===== src/rtl/odgs_pkg.sv =====
// Shared types, constants and helper functions of the gait scheduler.
package odgs_pkg;

    localparam int TICK_W           = 32;
    localparam int SEG_W            = 4;
    localparam int PHASE_W          = 16;
    localparam int PROG_W           = 17;
    localparam int CONTACT_W        = 64;
    localparam int LEGS             = 4;
    localparam int DEF_MAX_SEGMENTS = 16;
    localparam int N_W              = 5;
    localparam int P_W              = 10;
    localparam int OFF_W            = 4;
    localparam int DUR_W            = 5;
    localparam int TOT_W            = 14;
    localparam int CFG_IDX_W        = 2;
    localparam int CFG_DATA_W       = 20;
    localparam int OFFSETS_W        = 16;
    localparam int DURATIONS_W      = 20;
    localparam int QUEUE_DEPTH      = 4;
    localparam int NUM_DIV          = 9;
    localparam int RDIV_STAGES      = 8;
    localparam int RDIV_BITS        = 4;
    localparam int FDIV_STAGES      = 5;
    localparam int FDIV_BITS        = 4;
    localparam int IN_TDATA_W       = 32;
    localparam int OUT_TDATA_W      = 224;

    localparam logic [N_W-1:0] RST_SEGMENTS = 5'd10;
    localparam logic [P_W-1:0] RST_TICKS    = 10'd1;

    typedef enum logic [CFG_IDX_W-1:0] {
        CFG_SEGMENTS  = 2'd0,
        CFG_TICKS     = 2'd1,
        CFG_OFFSETS   = 2'd2,
        CFG_DURATIONS = 2'd3
    } odgs_cfg_idx_t;

    typedef struct packed {
        logic [N_W-1:0]                  n;
        logic [P_W-1:0]                  p;
        logic [TOT_W-1:0]                total;
        logic [LEGS-1:0][OFF_W-1:0]      off;
        logic [LEGS-1:0][DUR_W-1:0]      dur;
        logic [LEGS-1:0][TOT_W-1:0]      st_start;
        logic [LEGS-1:0][TOT_W-1:0]      st_len;
        logic [LEGS-1:0][TOT_W-1:0]      sw_start;
        logic [LEGS-1:0][TOT_W-1:0]      sw_len;
    } odgs_sched_t;

    typedef struct packed {
        logic [TOT_W-1:0]  rem;
        logic [PROG_W-1:0] quo;
    } odgs_div_t;

    typedef struct packed {
        logic [SEG_W-1:0]              seg;
        logic [CONTACT_W-1:0]          contact_bits;
        logic [NUM_DIV-1:0]            kill;
        logic [NUM_DIV-1:0][TOT_W+PROG_W-1:0] div;
    } odgs_fstage_t;

    // One restoring step of the fraction divider: shift in a zero, subtract if it fits.
    function automatic odgs_div_t div_step(odgs_div_t d, logic [TOT_W-1:0] den);
        logic [TOT_W:0] t;
        odgs_div_t      o;
        t     = {d.rem, 1'b0};
        o.quo = {d.quo[PROG_W-2:0], 1'b0};
        if (t >= {1'b0, den}) begin
            t        = t - {1'b0, den};
            o.quo[0] = 1'b1;
        end
        o.rem = t[TOT_W-1:0];
        return o;
    endfunction

endpackage


===== src/rtl/odgs_cfg.sv =====
// Configuration registers and the per-leg window bounds derived from them.
module odgs_cfg
    import odgs_pkg::*;
#(
    parameter int MAX_SEGMENTS = DEF_MAX_SEGMENTS
)
(
    input  logic                  clk,
    input  logic                  rst_n,
    input  logic                  cfg_we,
    input  logic [CFG_IDX_W-1:0]  cfg_index,
    input  logic [CFG_DATA_W-1:0] cfg_wdata,
    output odgs_sched_t           sched
);

    logic [N_W-1:0]         segments_reg;
    logic [P_W-1:0]         ticks_reg;
    logic [OFFSETS_W-1:0]   offsets_reg;
    logic [DURATIONS_W-1:0] durations_reg;

    logic [N_W-1:0]             n_reg, n_next;
    logic [P_W-1:0]             p_reg, p_next;
    logic [TOT_W-1:0]           total_reg, total_next;
    logic [LEGS-1:0][OFF_W-1:0] off_reg, off_next;
    logic [LEGS-1:0][DUR_W-1:0] dur_reg, dur_next;

    logic [LEGS-1:0][TOT_W-1:0] st_start_reg, st_start_next;
    logic [LEGS-1:0][TOT_W-1:0] st_len_reg, st_len_next;
    logic [LEGS-1:0][TOT_W-1:0] sw_start_reg, sw_start_next;
    logic [LEGS-1:0][TOT_W-1:0] sw_len_reg, sw_len_next;

    function automatic logic [OFF_W-1:0] mod_n(logic [OFF_W-1:0] v, logic [N_W-1:0] n);
        logic [N_W-1:0] r;
        r = '0;
        for (int k = OFF_W - 1; k >= 0; k--) begin
            r = {r[N_W-2:0], v[k]};
            if (r >= n) begin
                r = r - n;
            end
        end
        return r[OFF_W-1:0];
    endfunction

    always_ff @(posedge clk or negedge rst_n)
    begin
        if (!rst_n)
        begin
            segments_reg  <= RST_SEGMENTS;
            ticks_reg     <= RST_TICKS;
            offsets_reg   <= '0;
            durations_reg <= '0;
        end
        else if (cfg_we)
        begin
            case (odgs_cfg_idx_t'(cfg_index))
                CFG_SEGMENTS:  segments_reg  <= cfg_wdata[N_W-1:0];
                CFG_TICKS:     ticks_reg     <= cfg_wdata[P_W-1:0];
                CFG_OFFSETS:   offsets_reg   <= cfg_wdata[OFFSETS_W-1:0];
                CFG_DURATIONS: durations_reg <= cfg_wdata[DURATIONS_W-1:0];
                default:       ;
            endcase
        end
    end

    // First step: clamp the counts and reduce the per-leg fields.
    always_comb
    begin
        logic [N_W+P_W-1:0] prod;
        logic [DUR_W-1:0]   d;
        if (segments_reg == '0)
            n_next = N_W'(1);
        else if (segments_reg > N_W'(MAX_SEGMENTS))
            n_next = N_W'(MAX_SEGMENTS);
        else
            n_next = segments_reg;
        p_next     = (ticks_reg == '0) ? P_W'(1) : ticks_reg;
        prod       = {{P_W{1'b0}}, n_next} * {{N_W{1'b0}}, p_next};
        total_next = prod[TOT_W-1:0];
        for (int l = 0; l < LEGS; l++) begin
            off_next[l] = mod_n(offsets_reg[l*OFF_W +: OFF_W], n_next);
            d           = durations_reg[l*DUR_W +: DUR_W];
            dur_next[l] = (d > n_next) ? n_next : d;
        end
    end

    // Second step: window bounds in ticks.
    always_comb
    begin
        logic [N_W+P_W:0]   sp;
        logic [N_W+P_W-1:0] a;
        logic [N_W+P_W-1:0] b;
        logic [N_W+P_W-1:0] c;
        logic [N_W:0]       sum;
        for (int l = 0; l < LEGS; l++) begin
            a   = {{(N_W+1){1'b0}}, off_reg[l]} * {{N_W{1'b0}}, p_reg};
            b   = {{P_W{1'b0}}, dur_reg[l]} * {{N_W{1'b0}}, p_reg};
            c   = {{P_W{1'b0}}, n_reg - dur_reg[l]} * {{N_W{1'b0}}, p_reg};
            sum = {2'b00, off_reg[l]} + {1'b0, dur_reg[l]};
            sp  = {{P_W{1'b0}}, sum} * {{(N_W+1){1'b0}}, p_reg};
            if (sp >= {{(N_W+P_W+1-TOT_W){1'b0}}, total_reg})
                sp = sp - {{(N_W+P_W+1-TOT_W){1'b0}}, total_reg};
            st_start_next[l] = a[TOT_W-1:0];
            st_len_next[l]   = b[TOT_W-1:0];
            sw_len_next[l]   = c[TOT_W-1:0];
            sw_start_next[l] = sp[TOT_W-1:0];
        end
    end

    always_ff @(posedge clk)
    begin
        n_reg        <= n_next;
        p_reg        <= p_next;
        total_reg    <= total_next;
        off_reg      <= off_next;
        dur_reg      <= dur_next;
        st_start_reg <= st_start_next;
        st_len_reg   <= st_len_next;
        sw_start_reg <= sw_start_next;
        sw_len_reg   <= sw_len_next;
    end

    assign sched.n        = n_reg;
    assign sched.p        = p_reg;
    assign sched.total    = total_reg;
    assign sched.off      = off_reg;
    assign sched.dur      = dur_reg;
    assign sched.st_start = st_start_reg;
    assign sched.st_len   = st_len_reg;
    assign sched.sw_start = sw_start_reg;
    assign sched.sw_len   = sw_len_reg;

endmodule


===== config.mk =====
export PLATFORM = sky130hd
export DESIGN_NAME = odgs_cfg
export DESIGN_NICKNAME = d
export VERILOG_FILES = /design/src/rtl/odgs_pkg.sv /design/src/rtl/odgs_cfg.sv
export SDC_FILE = /design/constraint.sdc
export NUM_CORES = 2
export LEC_CHECK = 0
export BUFFER_PORTS_ARGS = -buffer_cell sky130_fd_sc_hd__buf_2
export CAP_MARGIN = 40
export CORE_MARGIN = 2
export CORE_UTILIZATION = 60
export DETAILED_ROUTE_END_ITERATION = 10
export PLACE_DENSITY = 0.76
export SYNTH_ARGS = -nofsm -noshare
export SYNTH_HDL_FRONTEND = slang
export SYNTH_SLANG_ARGS = --single-unit

===== constraint.sdc =====
create_clock -name clk -period 11 [get_ports clk]
set_input_delay 1.1 -clock clk [delete_from_list [all_inputs] [get_ports clk]]
set_output_delay 1.1 -clock clk [all_outputs]
set_load 0.01 [all_outputs]

# Word level (Yosys, flattened, before mapping)
# Cells that the tools add are included.
# W data, S select, Z words.
# totals
output_inout_bits	289
regBits	340
in_bits	25
wordCells	138
# op_classes
mux	27
n_eq_ne	3
n_addsub	28
reduce_logical	7
magnitude_cmp	25
multipliers	17
# ops
operator	count
$mul A5 B10 Y14	9
$ge A16 B14 Y1	4
$mul A6 B10 Y16	4
$mux W4	16
$ge A5 B5 Y1	12
$mul A4 B10 Y14	4
$mux W14	4
$sub A14 B14 Y14	4
$sub A4 B4 Y4	12
$mux W5	6
$add A4 B5 Y6	4
$ge A1 B5 Y1	4
$gt A5 B5 Y1	4
$sub A5 B5 Y5	4
$sub A1 B4 Y4	4
$logic_not A10 Y1	1
$mux W10	1
$reduce_and A2 Y1	4
$gt A5 B5 Y1 const B	1
$logic_not A5 Y1	1
$eq A2 B2 Y1 const B	2
$eq A2 B1 Y1 const B	1
$logic_not A2 Y1	1

# Depth between registers and ports, before layout
# logic_depth
depth_word	11
depth_mapped	31
depth_no_buf	29

# Worst setup path after synthesis
# OpenSTA, ideal clock, no wires.
# synth_path
kind	register -> register
start	reg segments_reg[1]
end	reg off_reg, in the netlist sched[257]
slack_ns	4.063
path_buffers	3
arrival_ns	6.817
setup_time_ns	0.121
stages_incl_launch_ff	28
path_cell_list	dfstp_2 -> nor2b_1 -> clkbuf_1 -> clkbuf_1 -> inv_1 -> ha_1 -> and2_1 -> ha_1 -> o21ai_0 -> nand3b_1 -> a21o_1 -> a21o_1 -> mux2_2 -> inv_1 -> ha_1 -> nor2b_1 -> o21ai_0 -> a31oi_1 -> o21ai_0 -> nand2b_1 -> clkbuf_1 -> mux2i_1 -> ha_1 -> a21o_1 -> a21o_1 -> a21o_1 -> a21oi_1 -> mux2_2
# synth_lines
item	line	source
from (decl)	odgs_cfg.sv:16	logic [N_W-1:0] segments_reg;
from (signal assigned)	odgs_cfg.sv:56	CFG_SEGMENTS: segments_reg <= cfg_wdata[N_W-1:0];
to (signal assigned)	odgs_cfg.sv:114	off_reg <= off_next;
to (decl)	odgs_cfg.sv:24	logic [LEGS-1:0][OFF_W-1:0] off_reg, off_next;

==> key figures <==
Status
  • Run status: finished, final reports clean

Worst setup path
  • CP max stage cell: dfxtp_1
  • Worst R2R Setup Slack: approximately 3200 ps
  • WP data required: 11,480 ps
  • CP endpoint kind: flip-flop
  • Slowest stage delay, CP: between 600 and 700 ps
  • Crit path max fanout: 13
  • Worst setup path startpoint: sched[234]$_DFF_P_
  • Worst setup SP type: flip-flop
  • Worst reg-to-reg path cell count: 27
  • Worst r2r src: sched[234]$_DFF_P_
  • WS Path Type: reg -> reg
  • CP most frequent cell: fa_1
  • FF-to-FF End: sched[89]$_DFF_P_
  • Critical Path End: sched[89]$_DFF_P_
  • WP data arrival: between 8000 and 9000 ps

Route
  • Drt pass-1 iters: 5
  • Remaining antenna violation count after routing: 0
  • DRT iter0 DRCs: roughly 1,800
  • Vias per std cell: approximately 5.7
  • DR vias: about 32,000
  • Post-Route WL: slightly above 100,000 µm
  • WL/cell: 18.6 µm
  • DRC: 0

Timing
  • Post-Route Skew: 19.0 ps
  • Final number of max-transition violations: 0
  • RSZ-0062 raised after global routing: no
  • Slew at the pin closest to its max-slew limit: about 960 ps
  • Setup TNS: 0 ps
  • Final worst slack: about 3200 ps
  • Fmax: approximately 130 MHz
  • Final Hold Fails: 0
  • Slew Limit Headroom: a little over a third
  • Period Utilization, post-route: 70.6%
  • Clock period minus worst slack: 7770 ps
  • Finish-stage setup viols: 0

Cells and area
  • Share of layout cells above drive strength 1: about 13%
  • Commonest non-fill, non-tap cell in the layout: inv_1
  • Area growth syn-to-layout: 9.72%
  • Max reg flops: between 200 and 300
  • Cell Count, Final, Fillers Out: between 5,000 and 6,000
  • Filler Cell Count: between 5,000 and 6,000
  • Final nets: roughly 5,700
  • Design area: between 40,000 and 50,000 µm²
  • Commonest non-fill, non-tap cells in the layout: inv_1 (601), ha_1 (542), nand2_1 (476)

Synth
  • Ys flop type: dfxtp_1
  • Synth warnings: 0
  • Post-synth ARST share: approximately 15%
  • Synth Instances: ~4,400
  • Register area share after synthesis: between 15 and 20%
  • Netlist cell types: 76
  • Register bit total from synthesis: 340
  • Post-synthesis instance area: between 40,000 and 50,000 µm²
  • Post-synth EDFFs: 0
  • Syn nets: 5,420
  • Syn avg cell area: about 9.1 µm²

GRT
  • Initial antenna violation count: 2
  • Pin count of the biggest net entering global routing: 67
  • Global-route wire length before repair: about 170,000 µm
  • Vias in the first global route: ~32,000
  • Tot GR Track Use: 30.2%
  • Total gr overflow: 0

Clocking
  • Post-CTS sizing: 0
  • Hold Buf Count CTS: 0
  • Root Buffer: clkbuf_16
  • H-tree depth: 2
  • CTS max path bufs: 3
  • Worst-path clk slew: roughly 60 ps
  • CTS tree: yes
  • Clk Latency, worst-skew pair: approximately 590 ps
  • # clock sinks: between 300 and 400
  • Post-CTS Setup Repair Bufs: 0
  • Num CTS Buffers: 42

Die
  • Die height: approximately 260 µm
  • Starting Density: 60.9%
  • Row count: 94
  • Core area: between 60,000 and 70,000 µm²
  • Ports: 314
  • Die Width: about 260 µm
  • Die area: 69,000 µm²

Placement
  • Pre-CTS WS: approximately 3300 ps
  • DP Wirelength: 78,000 µm
  • Post-Place Cells: 5,492
  • Port bufs: ~310
  • Post-DP Area: 42,600 µm²
  • Gpl congestion: about 0.94

Min path
  • Class of the worst hold path: reg -> reg

Run
  • Number of max-cap violations: 0
## synth_stat cells, types with 19 or more instances
library cell / instances / share of area, %
clkbuf_1: 136 / 1.3
dfxtp_1: 289 / 14
o21ai_0: 97 / 1.2
fa_1: 427 / 21
xor2_1: 79 / 1.7
mux2_2: 128 / 3.6
o21a_1: 43 / 0.80
inv_1: 601 / 5.6
nand2_1: 476 / 4.4
a21o_1: 102 / 1.9
nor2b_1: 84 / 1.3
o21bai_1: 19 / 0.36
nand3_1: 26 / 0.32
ha_1: 542 / 17
and2_1: 376 / 5.9
and3_1: 27 / 0.42
nand2b_1: 88 / 1.4
mux2i_1: 30 / 0.75
nor2_1: 136 / 1.3
xnor2_1: 194 / 4.2
nor3_1: 51 / 0.64
a21oi_1: 199 / 2.5
dfrtp_1: 48 / 3.0
## layout make-up
type	count	area (µm²)	share of cell area [%]
repair buffers	354	1910	4.34
diodes	1	2.50	0.00568
flip-flops and latches	340	7090	16.1
inverters	601	2260	5.12
well taps	864	1080	2.45
clock inverters	17	138	0.312
multi-input cells	3334	30300	68.7
clock buffers	61	1340	3.03
## critical path, delay by kind of cell, from the launching register on
kind | cells | cell delay, ps
simple gates | 4 | 680
flops | 1 | 690
xor+xnor | 2 | 840
mux | 1 | 290
fa+ha+maj | 7 | 2900
buf+inv | 4 | 450
compound gates | 9 | 1780
## through the flow
step           utilization [%]  hold WS, ps
6_report                  66.8          504
5_1_grt                   66.8          515
4_1_cts                   66.8          507
3_5_place_dp              64.5          494
3_3_place_gp              64.4          488
2_1_floorplan                -          479
## kinds of logic (layout without fill, tap and decap cells)
logic type | after synthesis | count (layout) | share of synthesized area [%]
other | 0 | 1 | 0
buffers and inverters | 752 | 1033 | 7.10
AO/OA/AOI/OAI | 592 | 592 | 9.64
XOR/XNOR | 273 | 273 | 5.95
flip-flops | 340 | 340 | 17.6
multiplexers | 166 | 166 | 4.63
AND/OR/NAND/NOR | 1334 | 1334 | 16.9
adder cells (fa/ha/maj) | 969 | 969 | 38.2
## layer usage
metal / vias up / wire length, µm / GRT usage [%]
met4: 4 / 4350 / 12.4
li1: 14855 / - / -
met5: - / 26 / 0
met2: 912 / 49400 / 51.7
met3: 241 / 6770 / 5.00
met1: 15674 / 43300 / 38.0
## worst min path at each step
stage	from	endpoint	slack [ps]	cells past startpoint
detailed placement	offsets_reg[6]$_DFFE_PN0P_	offsets_reg[6]$_DFFE_PN0P_	490	1
floorplan	offsets_reg[10]$_DFFE_PN0P_	offsets_reg[10]$_DFFE_PN0P_	480	1
global route	offsets_reg[6]$_DFFE_PN0P_	offsets_reg[6]$_DFFE_PN0P_	520	1
global placement	offsets_reg[5]$_DFFE_PN0P_	offsets_reg[5]$_DFFE_PN0P_	490	1
finish	offsets_reg[14]$_DFFE_PN0P_	offsets_reg[14]$_DFFE_PN0P_	500	1
CTS	offsets_reg[14]$_DFFE_PN0P_	offsets_reg[14]$_DFFE_PN0P_	510	1
Power is not shown: default switching activity piles up to over one toggle a cycle in this logic, so the estimate is an artifact.
