$ cat config.mk
export PLATFORM = sky130hd
export DESIGN_NAME = odgs_queue
export DESIGN_NICKNAME = d
export VERILOG_FILES = /design/src/rtl/odgs_pkg.sv /design/src/rtl/odgs_queue.sv
export SDC_FILE = /design/constraint.sdc
export NUM_CORES = 1
export LEC_CHECK = 0
export BUFFER_PORTS_ARGS = -buffer_cell sky130_fd_sc_hd__buf_2
export CORE_MARGIN = 2
export CORE_UTILIZATION = 56
export DETAILED_ROUTE_END_ITERATION = 6
export GPL_ROUTABILITY_DRIVEN = 0
export HOLD_SLACK_MARGIN = 0.1
export PLACE_DENSITY = 0.78
export SLEW_MARGIN = 10
export SYNTH_ARGS = -nofsm -noshare
export SYNTH_HDL_FRONTEND = slang
export SYNTH_SLANG_ARGS = --single-unit
$ cat constraint.sdc
create_clock -name clk -period 2.5 [get_ports clk]
set_input_delay 0.5 -clock clk [delete_from_list [all_inputs] [get_ports clk]]
set_output_delay 0.5 -clock clk [all_outputs]
set_load 0.02 [all_outputs]
$ cat src/rtl/odgs_pkg.sv
// Shared types, constants and helper functions of the gait scheduler.
package odgs_pkg;

    localparam int TICK_W           = 32;
    localparam int SEG_W            = 4;
    localparam int PHASE_W          = 16;
    localparam int PROG_W           = 17;
    localparam int CONTACT_W        = 64;
    localparam int LEGS             = 4;
    localparam int DEF_MAX_SEGMENTS = 16;
    localparam int N_W              = 5;
    localparam int P_W              = 10;
    localparam int OFF_W            = 4;
    localparam int DUR_W            = 5;
    localparam int TOT_W            = 14;
    localparam int CFG_IDX_W        = 2;
    localparam int CFG_DATA_W       = 20;
    localparam int OFFSETS_W        = 16;
    localparam int DURATIONS_W      = 20;
    localparam int QUEUE_DEPTH      = 4;
    localparam int NUM_DIV          = 9;
    localparam int RDIV_STAGES      = 8;
    localparam int RDIV_BITS        = 4;
    localparam int FDIV_STAGES      = 5;
    localparam int FDIV_BITS        = 4;
    localparam int IN_TDATA_W       = 32;
    localparam int OUT_TDATA_W      = 224;

    localparam logic [N_W-1:0] RST_SEGMENTS = 5'd10;
    localparam logic [P_W-1:0] RST_TICKS    = 10'd1;

    typedef enum logic [CFG_IDX_W-1:0] {
        CFG_SEGMENTS  = 2'd0,
        CFG_TICKS     = 2'd1,
        CFG_OFFSETS   = 2'd2,
        CFG_DURATIONS = 2'd3
    } odgs_cfg_idx_t;

    typedef struct packed {
        logic [N_W-1:0]                  n;
        logic [P_W-1:0]                  p;
        logic [TOT_W-1:0]                total;
        logic [LEGS-1:0][OFF_W-1:0]      off;
        logic [LEGS-1:0][DUR_W-1:0]      dur;
        logic [LEGS-1:0][TOT_W-1:0]      st_start;
        logic [LEGS-1:0][TOT_W-1:0]      st_len;
        logic [LEGS-1:0][TOT_W-1:0]      sw_start;
        logic [LEGS-1:0][TOT_W-1:0]      sw_len;
    } odgs_sched_t;

    typedef struct packed {
        logic [TOT_W-1:0]  rem;
        logic [PROG_W-1:0] quo;
    } odgs_div_t;

    typedef struct packed {
        logic [SEG_W-1:0]              seg;
        logic [CONTACT_W-1:0]          contact_bits;
        logic [NUM_DIV-1:0]            kill;
        logic [NUM_DIV-1:0][TOT_W+PROG_W-1:0] div;
    } odgs_fstage_t;

    // One restoring step of the fraction divider: shift in a zero, subtract if it fits.
    function automatic odgs_div_t div_step(odgs_div_t d, logic [TOT_W-1:0] den);
        logic [TOT_W:0] t;
        odgs_div_t      o;
        t     = {d.rem, 1'b0};
        o.quo = {d.quo[PROG_W-2:0], 1'b0};
        if (t >= {1'b0, den}) begin
            t        = t - {1'b0, den};
            o.quo[0] = 1'b1;
        end
        o.rem = t[TOT_W-1:0];
        return o;
    endfunction

endpackage

$ cat src/rtl/odgs_queue.sv
// Input side: accepts tick items into a short queue ahead of the datapath.
module odgs_queue
    import odgs_pkg::*;
(
    input  logic                  clk,
    input  logic                  rst_n,
    input  logic                  s_tvalid,
    output logic                  s_tready,
    input  logic [IN_TDATA_W-1:0] s_tdata,
    output logic                  head_valid,
    output logic [TICK_W-1:0]     head_data,
    input  logic                  pop
);

    localparam int PTR_W = $clog2(QUEUE_DEPTH);
    localparam int CNT_W = $clog2(QUEUE_DEPTH + 1);

    logic [QUEUE_DEPTH-1:0][TICK_W-1:0] mem_reg;
    logic [PTR_W-1:0] wr_ptr_reg, wr_ptr_next;
    logic [PTR_W-1:0] rd_ptr_reg, rd_ptr_next;
    logic [CNT_W-1:0] count_reg, count_next;
    logic             push;
    logic             take;

    assign s_tready   = (count_reg != CNT_W'(QUEUE_DEPTH));
    assign push       = s_tvalid && s_tready;
    assign head_valid = (count_reg != '0);
    assign head_data  = mem_reg[rd_ptr_reg];
    assign take       = pop && head_valid;

    always_comb
    begin
        wr_ptr_next = push ? PTR_W'(wr_ptr_reg + 1'b1) : wr_ptr_reg;
        rd_ptr_next = take ? PTR_W'(rd_ptr_reg + 1'b1) : rd_ptr_reg;
        count_next  = count_reg;
        if (push && !take)
            count_next = CNT_W'(count_reg + 1'b1);
        else if (take && !push)
            count_next = CNT_W'(count_reg - 1'b1);
    end

    always_ff @(posedge clk or negedge rst_n)
    begin
        if (!rst_n)
        begin
            wr_ptr_reg <= '0;
            rd_ptr_reg <= '0;
            count_reg  <= '0;
        end
        else
        begin
            wr_ptr_reg <= wr_ptr_next;
            rd_ptr_reg <= rd_ptr_next;
            count_reg  <= count_next;
        end
    end

    always_ff @(posedge clk)
    begin
        if (push)
            mem_reg[wr_ptr_reg] <= s_tdata[TICK_W-1:0];
    end

endmodule

# Word-level counts from Yosys, hierarchy flattened
# Index checks and enable logic that the tools add are counted.
# classes
add_sub_neg	4
order_cmp	3
eq_ne	1
n_mux	7
reduce_logical	9
# ops
cell	n
$bwmux 128	1
$bmux 32 s2	1
$demux 32 s2	1
$mux 32	2
$lt 2x3->1 const B	2
$mux 3	2
$logic_and 1x1->1	5
$add 2x1->2 const B	2
$add 3x1->3 const B	1
$ne 3x3->1 const B	1
$reduce_bool 3->1	1
$sub 3x1->3 const B	1
$ge 2x1->1 const B	1
$logic_not 1->1	2
$reduce_bool 2->1	1
# word_totals
reg_bits	135
input_bits	36
out_inout_bits	34

# Logic depth before layout (Yosys ltp)
# Gate-level depths: netlist (run 1).
# logic_depth
ltp_word	6
mapped_depth	8
mapped_depth_nobuf	8

# Worst setup path after synthesis (run 1)
# Ideal clock, no wire load.
# synth_path
kind	register to register
startpoint	register count_reg[1]
endpoint	register count_reg[2]
arrival_ns	2.027
t_required_ns	2.421
setup_slack_ns	0.393
path_stages_with_launch	9
synth_period_minus_slack_ns	2.107
path_cell_list	dfrtp_1 -> or3_1 -> nand2_1 -> ha_1 -> inv_1 -> fa_1 -> xor2_1 -> nor2_1 -> xor2_1
# synth_via
elab_chain_len	5
word_cells_on_any_way	13
# synth_rtl
item	line_no	text
start: declaration	odgs_queue.sv:21	logic [CNT_W-1:0] count_reg, count_next;
start signal: assignment	odgs_queue.sv:54	count_reg <= count_next;
$reduce_bool 3->1 *	odgs_queue.sv:27	assign head_valid = (count_reg != '0);
net head_valid	odgs_queue.sv:10	output logic head_valid,
$logic_and 1x1->1 *	odgs_queue.sv:29	assign take = pop && head_valid;
$logic_not 1->1	odgs_queue.sv:36	if (push && !take)
$logic_and 1x1->1	odgs_queue.sv:36	
$mux 3 or $reduce_bool 2->1 (tied branches)	--	
# The timed path passes the listed nets; every way through them passes the cells marked *. The select of a mux whose other input is x is not followed.
# A chain may end at the register's enable or synchronous reset.

# Final worst setup path (run 1)
# layout_path
startpoint	register rd_ptr_reg[0]
endpoint	output port head_data[10]
# layout_via
elab_chain_len	2
# layout_rtl
item	line_no	text
start: declaration	odgs_queue.sv:20	logic [PTR_W-1:0] rd_ptr_reg, rd_ptr_next;
start signal: assignment	odgs_queue.sv:53	rd_ptr_reg <= rd_ptr_next;
$bmux 32 s2	odgs_queue.sv:28	assign head_data = mem_reg[rd_ptr_reg];
$mux 32 (implied by the code)	odgs_queue.sv:28	
end: declaration	odgs_queue.sv:11	output logic [TICK_W-1:0] head_data,
# Every way passes these cells. The select of a mux whose other input is x is not followed.

==> results.sh, run 1 <==
export IMPL_ioPinCount=70
export IMPL_yosys_register_bits=135
export IMPL_grt_max_degree=33
export IMPL_post_layout_nonfiller_instances=419
export IMPL_num_nets_final=340
export IMPL_max_slew_margin=0.742
export IMPL_final_max_slew_violation_count=0
export IMPL_totalWireLength_mm=8.30
export IMPL_final_cell_mix="128 x sky130_fd_sc_hd__edfxtp_1, 69 x sky130_fd_sc_hd__buf_2, 28 x sky130_fd_sc_hd__mux4_2"
export IMPL_cts_buffers_inserted=17
export IMPL_final_fill_count=535
export IMPL_post_synth_inst_count=203
export IMPL_dp_final_hpwl_mm=5.19
export IMPL_multiInputGateArea_um2=961
export IMPL_run_status="finished, final reports clean"
export IMPL_power_density_cell_area_nw_per_um2=1280
export IMPL_worst_case_clock_buffer_depth=2
export IMPL_fp_dieArea_um2=9840
export IMPL_area_growth_syn_to_layout_pct=22.8
export IMPL_post_synth_cell_area_avg_um2=25.0
export IMPL_post_synth_top_area_cell="sky130_fd_sc_hd__edfxtp_1"
export IMPL_drt_initial_drc_count=94
export IMPL_grtUsageTotal=0.183
export IMPL_finalSetupViolCount=0
export IMPL_port_buffers=69
export IMPL_antenna_found_initial=0
export IMPL_drc=0
export IMPL_grt_first_pass_wirelength_mm=13.0
export IMPL_floorplan_core_area_um2=8760
export IMPL_initial_util=0.579
export IMPL_final_common_cell="sky130_fd_sc_hd__edfxtp_1"
export IMPL_grt_overflow_total=0
export IMPL_cp_cell_sequence="buf_12 -> mux4_2 -> buf_2"
export IMPL_worstSetupPathType="flip-flop to output pin"
export IMPL_critical_path_top_delay_family="multiplexers"
export IMPL_cp_arrival_ns=1.89
export IMPL_ys_warn_count=0
export IMPL_timing_critical_path_slowest_stage_cell="sky130_fd_sc_hd__mux4_2"
export IMPL_finalCritPeriodShare=0.957
export IMPL_avgViaCountPerCell=5.49
export IMPL_setup_repair_after_global_routing_missed_its_margin="no"
export IMPL_floorplan_rows=34
export IMPL_drtAntennaViolNets=0
export IMPL_cts_max_level=4
export IMPL_place_detailed_instances=383
export IMPL_distinct_cell_type_count_of_the_synthesized_netlist=20
export IMPL_timing_fmax_ghz=0.418
export IMPL_max_cap_viol_count=0
export IMPL_hold_violations=0
export IMPL_synth_largest_type_area_fraction=0.757
export IMPL_post_drt_wl_per_cell_um=19.8
export IMPL_clockRootBuffer="sky130_fd_sc_hd__clkbuf_8"
export IMPL_worstPathMaxFanout=13
export IMPL_die_h_um=99.2
export IMPL_syn_area_um2=5080
export IMPL_cts_tree="done"
export IMPL_tightest_slew_ns=0.387
export IMPL_die_w_um=99.2
export IMPL_hold_class="input port to flip-flop"
export IMPL_final_setup_tns_ns=0
export IMPL_cp_slowest_stage_delay_ns=0.52
export IMPL_clkSlewWorstSetupHoldPaths_ns=0.06
export IMPL_synth_top_cells_by_area="sky130_fd_sc_hd__edfxtp_1 76%, sky130_fd_sc_hd__mux4_2 12%, sky130_fd_sc_hd__dfrtp_1 3.5%"
export IMPL_worstPathRequired_ns=2.00
export IMPL_first_global_vias=2495
export IMPL_max_ffs_per_register=128
export IMPL_yosysSeqAreaShare=0.792
export IMPL_power_static_leakage_nw=2.22
export IMPL_finClkSkew_ns=0.00509
export IMPL_ir_worst_vdd_mv=0.766
export IMPL_vias=2302
export IMPL_tritoncts_num_sinks=135
export IMPL_seq_area_um2=4030
export IMPL_post_route_min_period_ns=2.39
export IMPL_detail_route_first_pass_iterations=4
export IMPL_worst_setup_ep_type="output pin"
export IMPL_synth_fp_nets=245
export IMPL_critical_path_n_buffers_inverters=2
export IMPL_share_of_post_route_cells_with_drive_strength_above_1=0.482
export IMPL_clk_latency_ns=0.50
export IMPL_timing_critical_path_from_type="flip-flop"
export IMPL_num_antenna_cells=0
export IMPL_timing_hold_ws_ns=0.208
==> through the flow <==
stage	utilization	power, mW	worst slack (ns)	instance area [um2]
after detailed placement	0.641	5.69	0.407	5620
after floorplan	-	4.94	0.393	5080
after global routing	0.712	8.35	0.0251	6240
final	0.712	7.99	0.107	6240
after global placement	0.641	5.63	0.374	5620
after CTS	0.712	8.10	0.0735	6240
==> synth_stat cells, drive strengths merged <==
| cell type | n |
|---|---|
| edfxtp | 128 |
| nor2 | 2 |
| nand3 | 1 |
| xor2 | 2 |
| mux4 | 32 |
| clkbuf | 1 |
| a21boi | 1 |
| fa | 1 |
| inv | 3 |
| or3 | 1 |
| mux2 | 2 |
| and2 | 4 |
| ha | 5 |
| buf | 7 |
| dfrtp | 7 |
| nand2 | 2 |
| xnor2 | 4 |
==> worst reg2reg max path: stages, from the launching register on <==
cell                      delay [ns]
sky130_fd_sc_hd__dfrtp_1        0.42
sky130_fd_sc_hd__or3_1          0.43
sky130_fd_sc_hd__nand2_1        0.13
sky130_fd_sc_hd__ha_1           0.19
sky130_fd_sc_hd__inv_1          0.06
sky130_fd_sc_hd__fa_1           0.37
sky130_fd_sc_hd__xor2_1         0.17
sky130_fd_sc_hd__nor2_1         0.12
sky130_fd_sc_hd__xor2_1         0.15
==> repair_timing <==
item | CTS | global route
endpoints found under the hold margin | 7 | 0
resized for setup | 2 | 0
hold buffers | 1 | 0
setup buffers | 3 | 0
setup endpoints to repair | 25 | 0
==> worst paths after layout <==
kind                                           start                   endpoint  slack (ns)  cells after the start
setup / recovery           rd_ptr_reg[0]$_DFFE_PN0P_              head_data[10]        0.11                      3
hold / removal                           s_tdata[21]     mem_reg[117]$_DFFE_PP_        0.21                      1
setup reg to reg            count_reg[1]$_DFFE_PN0P_   count_reg[2]$_DFFE_PN0P_        0.39                      8
hold reg to reg             count_reg[2]$_DFFE_PN0P_   count_reg[2]$_DFFE_PN0P_        0.53                      1
max in group asynchronous                      rst_n  rd_ptr_reg[0]$_DFFE_PN0P_        1.96                      2
min in group asynchronous                      rst_n   count_reg[0]$_DFFE_PN0P_        0.36                      2
==> cell type report <==
| type | count | share of cell area |
|---|---|---|
| clock inverter | 15 | 0.0245 |
| tap | 108 | 0.0217 |
| multi-input combinational | 57 | 0.154 |
| timing repair buffer | 84 | 0.0859 |
| inverter | 3 | 0.00181 |
| sequential | 135 | 0.646 |
| clock buffer | 17 | 0.0664 |
==> cell families (layout without fill, tap and decap cells) <==
| group | count (synthesis) | after routing | synth area share |
|---|---|---|---|
| compound gates | 1 | 1 | 0.00222 |
| xor+xnor | 6 | 6 | 0.0104 |
| mux | 34 | 34 | 0.149 |
| buf+inv | 11 | 119 | 0.0200 |
| flops | 135 | 135 | 0.792 |
| fa+ha+maj | 6 | 6 | 0.0163 |
| simple gates | 10 | 10 | 0.0101 |
==> where the power goes <==
group	leakage (nW)	internal, mW	switching (mW)
clock	0.270	1.42	0.910
combinational	0.702	1.12	1.31
sequential	1.25	3.01	0.216
total	2.22	5.55	2.44
==> layer usage <==
layer	share of wire	routed length (um)	track usage	up-vias
met3	0.058	483	0.0562	8
met4	0.011	93	0.0790	0
met1	0.44	3640	0.239	1178
met5	0	0	0	-
li1	-	-	-	1045
met2	0.49	4080	0.288	71
(Power assumes the default switching activity.)
==> inputs of run 2 (changes only) <==
- CORE_ASPECT_RATIO: unset -> 0.8
==> results.sh, run 2 (synthesized netlist as in run 1, its figures left out) <==
export IMPL_fp_dieArea_um2=9850
export IMPL_finClkSkew_ns=0.00946
export IMPL_worst_case_clock_buffer_depth=2
export IMPL_max_ffs_per_register=128
export IMPL_antenna_found_initial=0
export IMPL_die_h_um=89.2
export IMPL_power_static_leakage_nw=2.24
export IMPL_detail_route_first_pass_iterations=4
export IMPL_drt_initial_drc_count=113
export IMPL_cts_buffers_inserted=17
export IMPL_timing_critical_path_slowest_stage_cell="sky130_fd_sc_hd__mux4_2"
export IMPL_totalWireLength_mm=8.62
export IMPL_post_route_min_period_ns=2.36
export IMPL_tritoncts_num_sinks=135
export IMPL_timing_hold_ws_ns=0.306
export IMPL_worstSetupPathType="flip-flop to output pin"
export IMPL_final_cell_mix="128 x sky130_fd_sc_hd__edfxtp_1, 69 x sky130_fd_sc_hd__buf_2, 28 x sky130_fd_sc_hd__mux4_2"
export IMPL_hold_violations=0
export IMPL_first_global_vias=2385
export IMPL_cts_tree="done"
export IMPL_rr_startpoint="count_reg[1]$_DFFE_PN0P_"
export IMPL_tightest_slew_ns=0.351
export IMPL_place_detailed_instances=389
export IMPL_vias=2356
export IMPL_worst_hold_path_endpoint="mem_reg[46]$_DFFE_PP_"
export IMPL_grt_max_degree=25
export IMPL_sequential_share_of_power=0.390
export IMPL_share_comb_of_total_power=0.303
export IMPL_grt_first_pass_wirelength_mm=13.2
export IMPL_worstSetupPathDepth=3
export IMPL_finalCritPeriodShare=0.942
export IMPL_cts_max_level=4
export IMPL_avgViaCountPerCell=5.52
export IMPL_worst_setup_ep_type="output pin"
export IMPL_max_cap_viol_count=0
export IMPL_drtAntennaViolNets=0
export IMPL_num_antenna_cells=0
export IMPL_final_setup_tns_ns=0
export IMPL_power_internal_mw=5.61
export IMPL_power_density_cell_area_nw_per_um2=1300
export IMPL_final_max_slew_violation_count=0
export IMPL_num_nets_final=341
export IMPL_cp_cell_sequence="buf_12 -> mux4_2 -> buf_2"
export IMPL_timing_fmax_ghz=0.425
export IMPL_final_common_cell="sky130_fd_sc_hd__edfxtp_1"
export IMPL_worstPathRequired_ns=2.00
export IMPL_dp_final_hpwl_mm=5.28
export IMPL_cp_arrival_ns=1.86
export IMPL_clk_latency_ns=0.41
export IMPL_ir_worst_vdd_mv=0.824
export IMPL_share_of_post_route_cells_with_drive_strength_above_1=0.487
export IMPL_setup_reg_to_reg_worst_slack_ns=0.39
export IMPL_critical_path_n_buffers_inverters=2
export IMPL_min_path_cells=1
export IMPL_finalSetupViolCount=0
export IMPL_grtUsageTotal=0.190
export IMPL_ioPinCount=70
export IMPL_post_layout_nonfiller_instances=427
export IMPL_cp_slowest_stage_delay_ns=0.56
export IMPL_floorplan_rows=31
export IMPL_hp_start="s_tdata[14]"
export IMPL_post_drt_wl_per_cell_um=20.2
export IMPL_run_status="finished, final reports clean"
export IMPL_area_growth_syn_to_layout_pct=23.2
export IMPL_initial_util=0.569
export IMPL_swShare=0.311
export IMPL_die_w_um=110
export IMPL_ff2ff_path_depth=8
export IMPL_worstPathMaxFanout=18
export IMPL_timing_rr_end="count_reg[2]$_DFFE_PN0P_"
export IMPL_worst_setup_path_startpoint="rd_ptr_reg[0]$_DFFE_PN0P_"
export IMPL_critical_path_top_delay_family="multiplexers"
export IMPL_clkSlewWorstSetupHoldPaths_ns=0.06
export IMPL_drc=0
export IMPL_grt_overflow_total=0
export IMPL_max_slew_margin=0.766
export IMPL_share_clk_of_total_power=0.308
export IMPL_timing_critical_path_from_type="flip-flop"
export IMPL_clockRootBuffer="sky130_fd_sc_hd__clkbuf_16"
export IMPL_setup_repair_after_global_routing_missed_its_margin="no"
export IMPL_hold_class="input port to flip-flop"
export IMPL_port_buffers=69
export IMPL_switchingPower_mw=2.54
export IMPL_floorplan_core_area_um2=8920
-- run 2: cell count changes in the layout (fill, tap and decap cells not counted), sizes merged --
cell and change:
inv +7, clkinv -5, clkinvlp -2, buf +1
-- run 2: cell type report --
class                   count  area [um2]
clock buffers              17         425
repair buffers             85         505
well taps                 115         144
fillers                   546        2670
multi-input cells          57         961
clock inverters            15         183
inverters                   3        11.3
flip-flops and latches    135        4020
-- run 2: timing repair --
action                     4_1_cts  5_1_grt
setup buffers                    0        5
hold endpoints to repair         7        0
setup endpoints to repair        5        5
hold buffers                     1        0
gates resized for setup          1        0
-- run 2: worst reg2reg max path: cells and delay by family, from the launching register on --
family / cells / cell delay [ns]
DFF: 1 / 0.42
buffers and inverters: 1 / 0.06
xor gates and xnor gates: 2 / 0.34
and+or+nand+nor: 3 / 0.67
adders and majority gates: 2 / 0.56
-- run 2: stage by stage --
| stage | total power [mW] | util | worst slack, ns | cell area (um2) |
|---|---|---|---|---|
| 4_1_cts | 8.18 | 0.697 | 0.0198 | 6210 |
| 6_report | 8.15 | 0.701 | 0.145 | 6250 |
| 3_5_place_dp | 5.63 | 0.627 | 0.398 | 5590 |
| 3_3_place_gp | 5.58 | 0.627 | 0.453 | 5590 |
| 2_1_floorplan | 4.94 | - | 0.393 | 5080 |
| 5_1_grt | 8.51 | 0.701 | 0.0796 | 6250 |
-- run 2: worst max path at each step --
| stage | to | slack (ns) |
|---|---|---|
| floorplan | count_reg[2]$_DFFE_PN0P_ | 0.39 |
| finish | head_data[29] | 0.14 |
| global placement | head_data[13] | 0.45 |
| global route | head_data[29] | 0.08 |
| detailed placement | count_reg[2]$_DFFE_PN0P_ | 0.40 |
| CTS | head_data[29] | 0.02 |
-- run 2: layer usage --
layer | part of all wire | wire [um] | vias up | GRT usage
met2 | 0.51 | 4380 | 97 | 0.313
met3 | 0.076 | 653 | 6 | 0.0732
li1 | - | - | 1055 | -
met1 | 0.41 | 3530 | 1198 | 0.240
met5 | 0 | 0 | - | 0
met4 | 0.0064 | 55 | 0 | 0.0648
-- run 2: power groups by stage --
stage               registers, mW  logic, mW  clock network [mW]
global placement             3.20       2.38                   0
detailed placement           3.23       2.40                   0
CTS                          3.20       2.43                2.55
global route                 3.21       2.64                2.67
floorplan                    3.14       1.79                   0
finish                       3.17       2.46                2.51
==> inputs of run 3 (changes only) <==
- ABC_AREA: unset -> 1
- CORE_ASPECT_RATIO: 0.8 -> 0.7
- CORE_UTILIZATION: 56 -> 62
- PLACE_DENSITY: 0.78 -> 0.85
- clock period: 2.5 -> 2.77 ns (I/O delays scaled with it)
==> results.sh, run 3 <==
export IMPL_power_static_leakage_nw=2.77
export IMPL_worst_setup_ep_type="flip-flop"
export IMPL_setup_repair_after_global_routing_missed_its_margin="no"
export IMPL_detail_route_first_pass_iterations=6
export IMPL_cts_buffers_inserted=17
export IMPL_fp_dieArea_um2=9760
export IMPL_ys_warn_count=0
export IMPL_postLayoutCoreUtil=0.773
export IMPL_final_max_slew_violation_count=0
export IMPL_max_cap_viol_count=0
export IMPL_max_ffs_per_register=128
export IMPL_grtUsageTotal=0.246
export IMPL_totalWireLength_mm=11.0
export IMPL_hold_violations=0
export IMPL_finish_instance_area_um2=6640
export IMPL_post_layout_nonfiller_instances=642
export IMPL_report_power_total_mw=7.83
export IMPL_postPlaceCellArea_um2=6030
export IMPL_clk_latency_ns=0.41
export IMPL_post_synth_cell_area_avg_um2=12.9
export IMPL_syn_area_um2=5570
export IMPL_num_nets_final=552
export IMPL_ioPinCount=70
export IMPL_place_detailed_instances=610
export IMPL_clkSlewWorstSetupHoldPaths_ns=0.06
export IMPL_finClkSkew_ns=0.00681
export IMPL_post_synth_inst_count=433
export IMPL_worstSetupPathType="flip-flop to flip-flop"
export IMPL_synth_largest_type_area_fraction=0.691
export IMPL_floorplan_core_area_um2=8580
export IMPL_grt_max_degree=77
export IMPL_timing_critical_path_from_type="flip-flop"
export IMPL_cp_arrival_ns=2.57
export IMPL_port_buffers=69
export IMPL_final_cell_mix="128 x sky130_fd_sc_hd__edfxtp_1, 113 x sky130_fd_sc_hd__nand2_1, 79 x sky130_fd_sc_hd__inv_1"
export IMPL_antenna_found_initial=0
export IMPL_worst_case_clock_buffer_depth=2
export IMPL_clockRootBuffer="sky130_fd_sc_hd__clkbuf_16"
export IMPL_die_h_um=83.3
export IMPL_die_w_um=117
export IMPL_timing_fmax_ghz=0.436
export IMPL_ir_worst_vdd_mv=0.859
export IMPL_drt_initial_drc_count=279
export IMPL_synth_edf_count=128
export IMPL_drtAntennaViolNets=0
export IMPL_tritoncts_num_sinks=135
export IMPL_yosysSeqAreaShare=0.722
export IMPL_final_common_cell="sky130_fd_sc_hd__edfxtp_1"
export IMPL_drc=0
export IMPL_synth_most_common_cell="sky130_fd_sc_hd__edfxtp_1"
export IMPL_area_growth_syn_to_layout_pct=19.2
export IMPL_yosys_register_bits=135
export IMPL_dp_final_hpwl_mm=6.42
export IMPL_finalSetupViolCount=0
export IMPL_postCtsSetupRepairBufs=0
export IMPL_power_density_cell_area_nw_per_um2=1180
export IMPL_dp_slack_ns=0.598
export IMPL_first_global_vias=3556
export IMPL_worstPathMaxFanout=7
export IMPL_worstPathRequired_ns=3.05
export IMPL_ys_top_cells_by_count="128 x sky130_fd_sc_hd__edfxtp_1, 113 x sky130_fd_sc_hd__nand2_1, 79 x sky130_fd_sc_hd__inv_1, 64 x sky130_fd_sc_hd__o211ai_1, 12 x sky130_fd_sc_hd__buf_6"
export IMPL_primary_flip_flop_cell_chosen_by_synthesis_mapping="sky130_fd_sc_hd__edfxtp_1"
export IMPL_setup_slack_ns=0.478
export IMPL_avgViaCountPerCell=5.42
export IMPL_initial_util=0.648
export IMPL_grt_first_pass_wirelength_mm=17.3
export IMPL_cts_max_level=4
export IMPL_synth_fp_nets=475
export IMPL_cts_tree="done"
export IMPL_floorplan_rows=28
export IMPL_max_slew_margin=0.599
export IMPL_run_status="finished, final reports clean"
export IMPL_distinct_cell_type_count_of_the_synthesized_netlist=17
export IMPL_hold_class="input port to flip-flop"
export IMPL_num_antenna_cells=0
export IMPL_async_flop_share=0.0519
export IMPL_post_drt_wl_per_cell_um=17.1
export IMPL_timing_hold_ws_ns=0.356
export IMPL_tightest_slew_ns=0.600
export IMPL_finalCritPeriodShare=0.828
export IMPL_grt_overflow_total=0
export IMPL_vias=3481
export IMPL_post_route_min_period_ns=2.29
export IMPL_synth_top_cells_by_area="sky130_fd_sc_hd__edfxtp_1 69%, sky130_fd_sc_hd__o211ai_1 8.6%, sky130_fd_sc_hd__nand2_1 7.6%"
export IMPL_share_of_post_route_cells_with_drive_strength_above_1=0.211
export IMPL_final_setup_tns_ns=0
export IMPL_post_synth_top_area_cell="sky130_fd_sc_hd__edfxtp_1"
-- run 3: logic make-up after synthesis --
kind of cell               count (synthesis)  share of synthesized area
buffers and inverters                    101                     0.0879
xor gates and xnor gates                   1                    0.00157
adders and majority gates                  6                     0.0148
and+or+nand+nor                          125                     0.0863
AOI/OAI and AO/OA                         65                     0.0872
DFF                                      135                      0.722
-- run 3: timing repair --
item	4_1_cts	5_1_grt
hold buffers	1	0
resized for setup	0	0
hold endpoints to repair	7	0
-- run 3: critical path, stage by stage (launching register included) --
cell and delay (ns):
sky130_fd_sc_hd__dfrtp_1 0.43, sky130_fd_sc_hd__inv_1 0.13, sky130_fd_sc_hd__nand3_1 0.15, sky130_fd_sc_hd__nand2_1 0.41
sky130_fd_sc_hd__inv_1 0.09, sky130_fd_sc_hd__ha_1 0.22, sky130_fd_sc_hd__inv_1 0.10, sky130_fd_sc_hd__fa_1 0.42
sky130_fd_sc_hd__nand2_1 0.09, sky130_fd_sc_hd__o21ai_0 0.10
-- run 3: worst paths after layout --
| path | depth (start not counted) | from | to | slack [ns] |
|---|---|---|---|---|
| max in group asynchronous | 2 | rst_n | count_reg[1]$_DFFE_PN0P_ | 2.07 |
| min reg2reg | 2 | rd_ptr_reg[0]$_DFFE_PN0P_ | rd_ptr_reg[0]$_DFFE_PN0P_ | 0.52 |
| max | 9 | count_reg[0]$_DFFE_PN0P_ | count_reg[1]$_DFFE_PN0P_ | 0.48 |
| max reg2reg | 9 | count_reg[0]$_DFFE_PN0P_ | count_reg[1]$_DFFE_PN0P_ | 0.48 |
| min | 1 | s_tdata[11] | mem_reg[107]$_DFFE_PP_ | 0.36 |
| min in group asynchronous | 2 | rst_n | rd_ptr_reg[0]$_DFFE_PN0P_ | 0.52 |
-- run 3: final cells by class --
class / count / area, um2
flip-flops and latches: 135 / 4020
fillers: 489 / 1950
multi-input cells: 197 / 1090
repair buffers: 79 / 485
clock buffers: 20 / 437
inverters: 80 / 302
clock inverters: 11 / 156
well taps: 120 / 150
-- run 3: per-layer routing --
metal,up-vias,share of wire,track usage
met5,-,0,0
met1,1642,0.40,0.302
met4,0,0.027,0.117
li1,1649,-,-
met3,31,0.078,0.0825
met2,159,0.50,0.393
-- run 3: power by group --
part | total (mW) | internal (mW) | switching, mW
combinational | 2.74 | 0.852 | 1.89
sequential | 2.83 | 2.70 | 0.132
clock | 2.26 | 1.49 | 0.774
total | 7.83 | 5.03 | 2.79
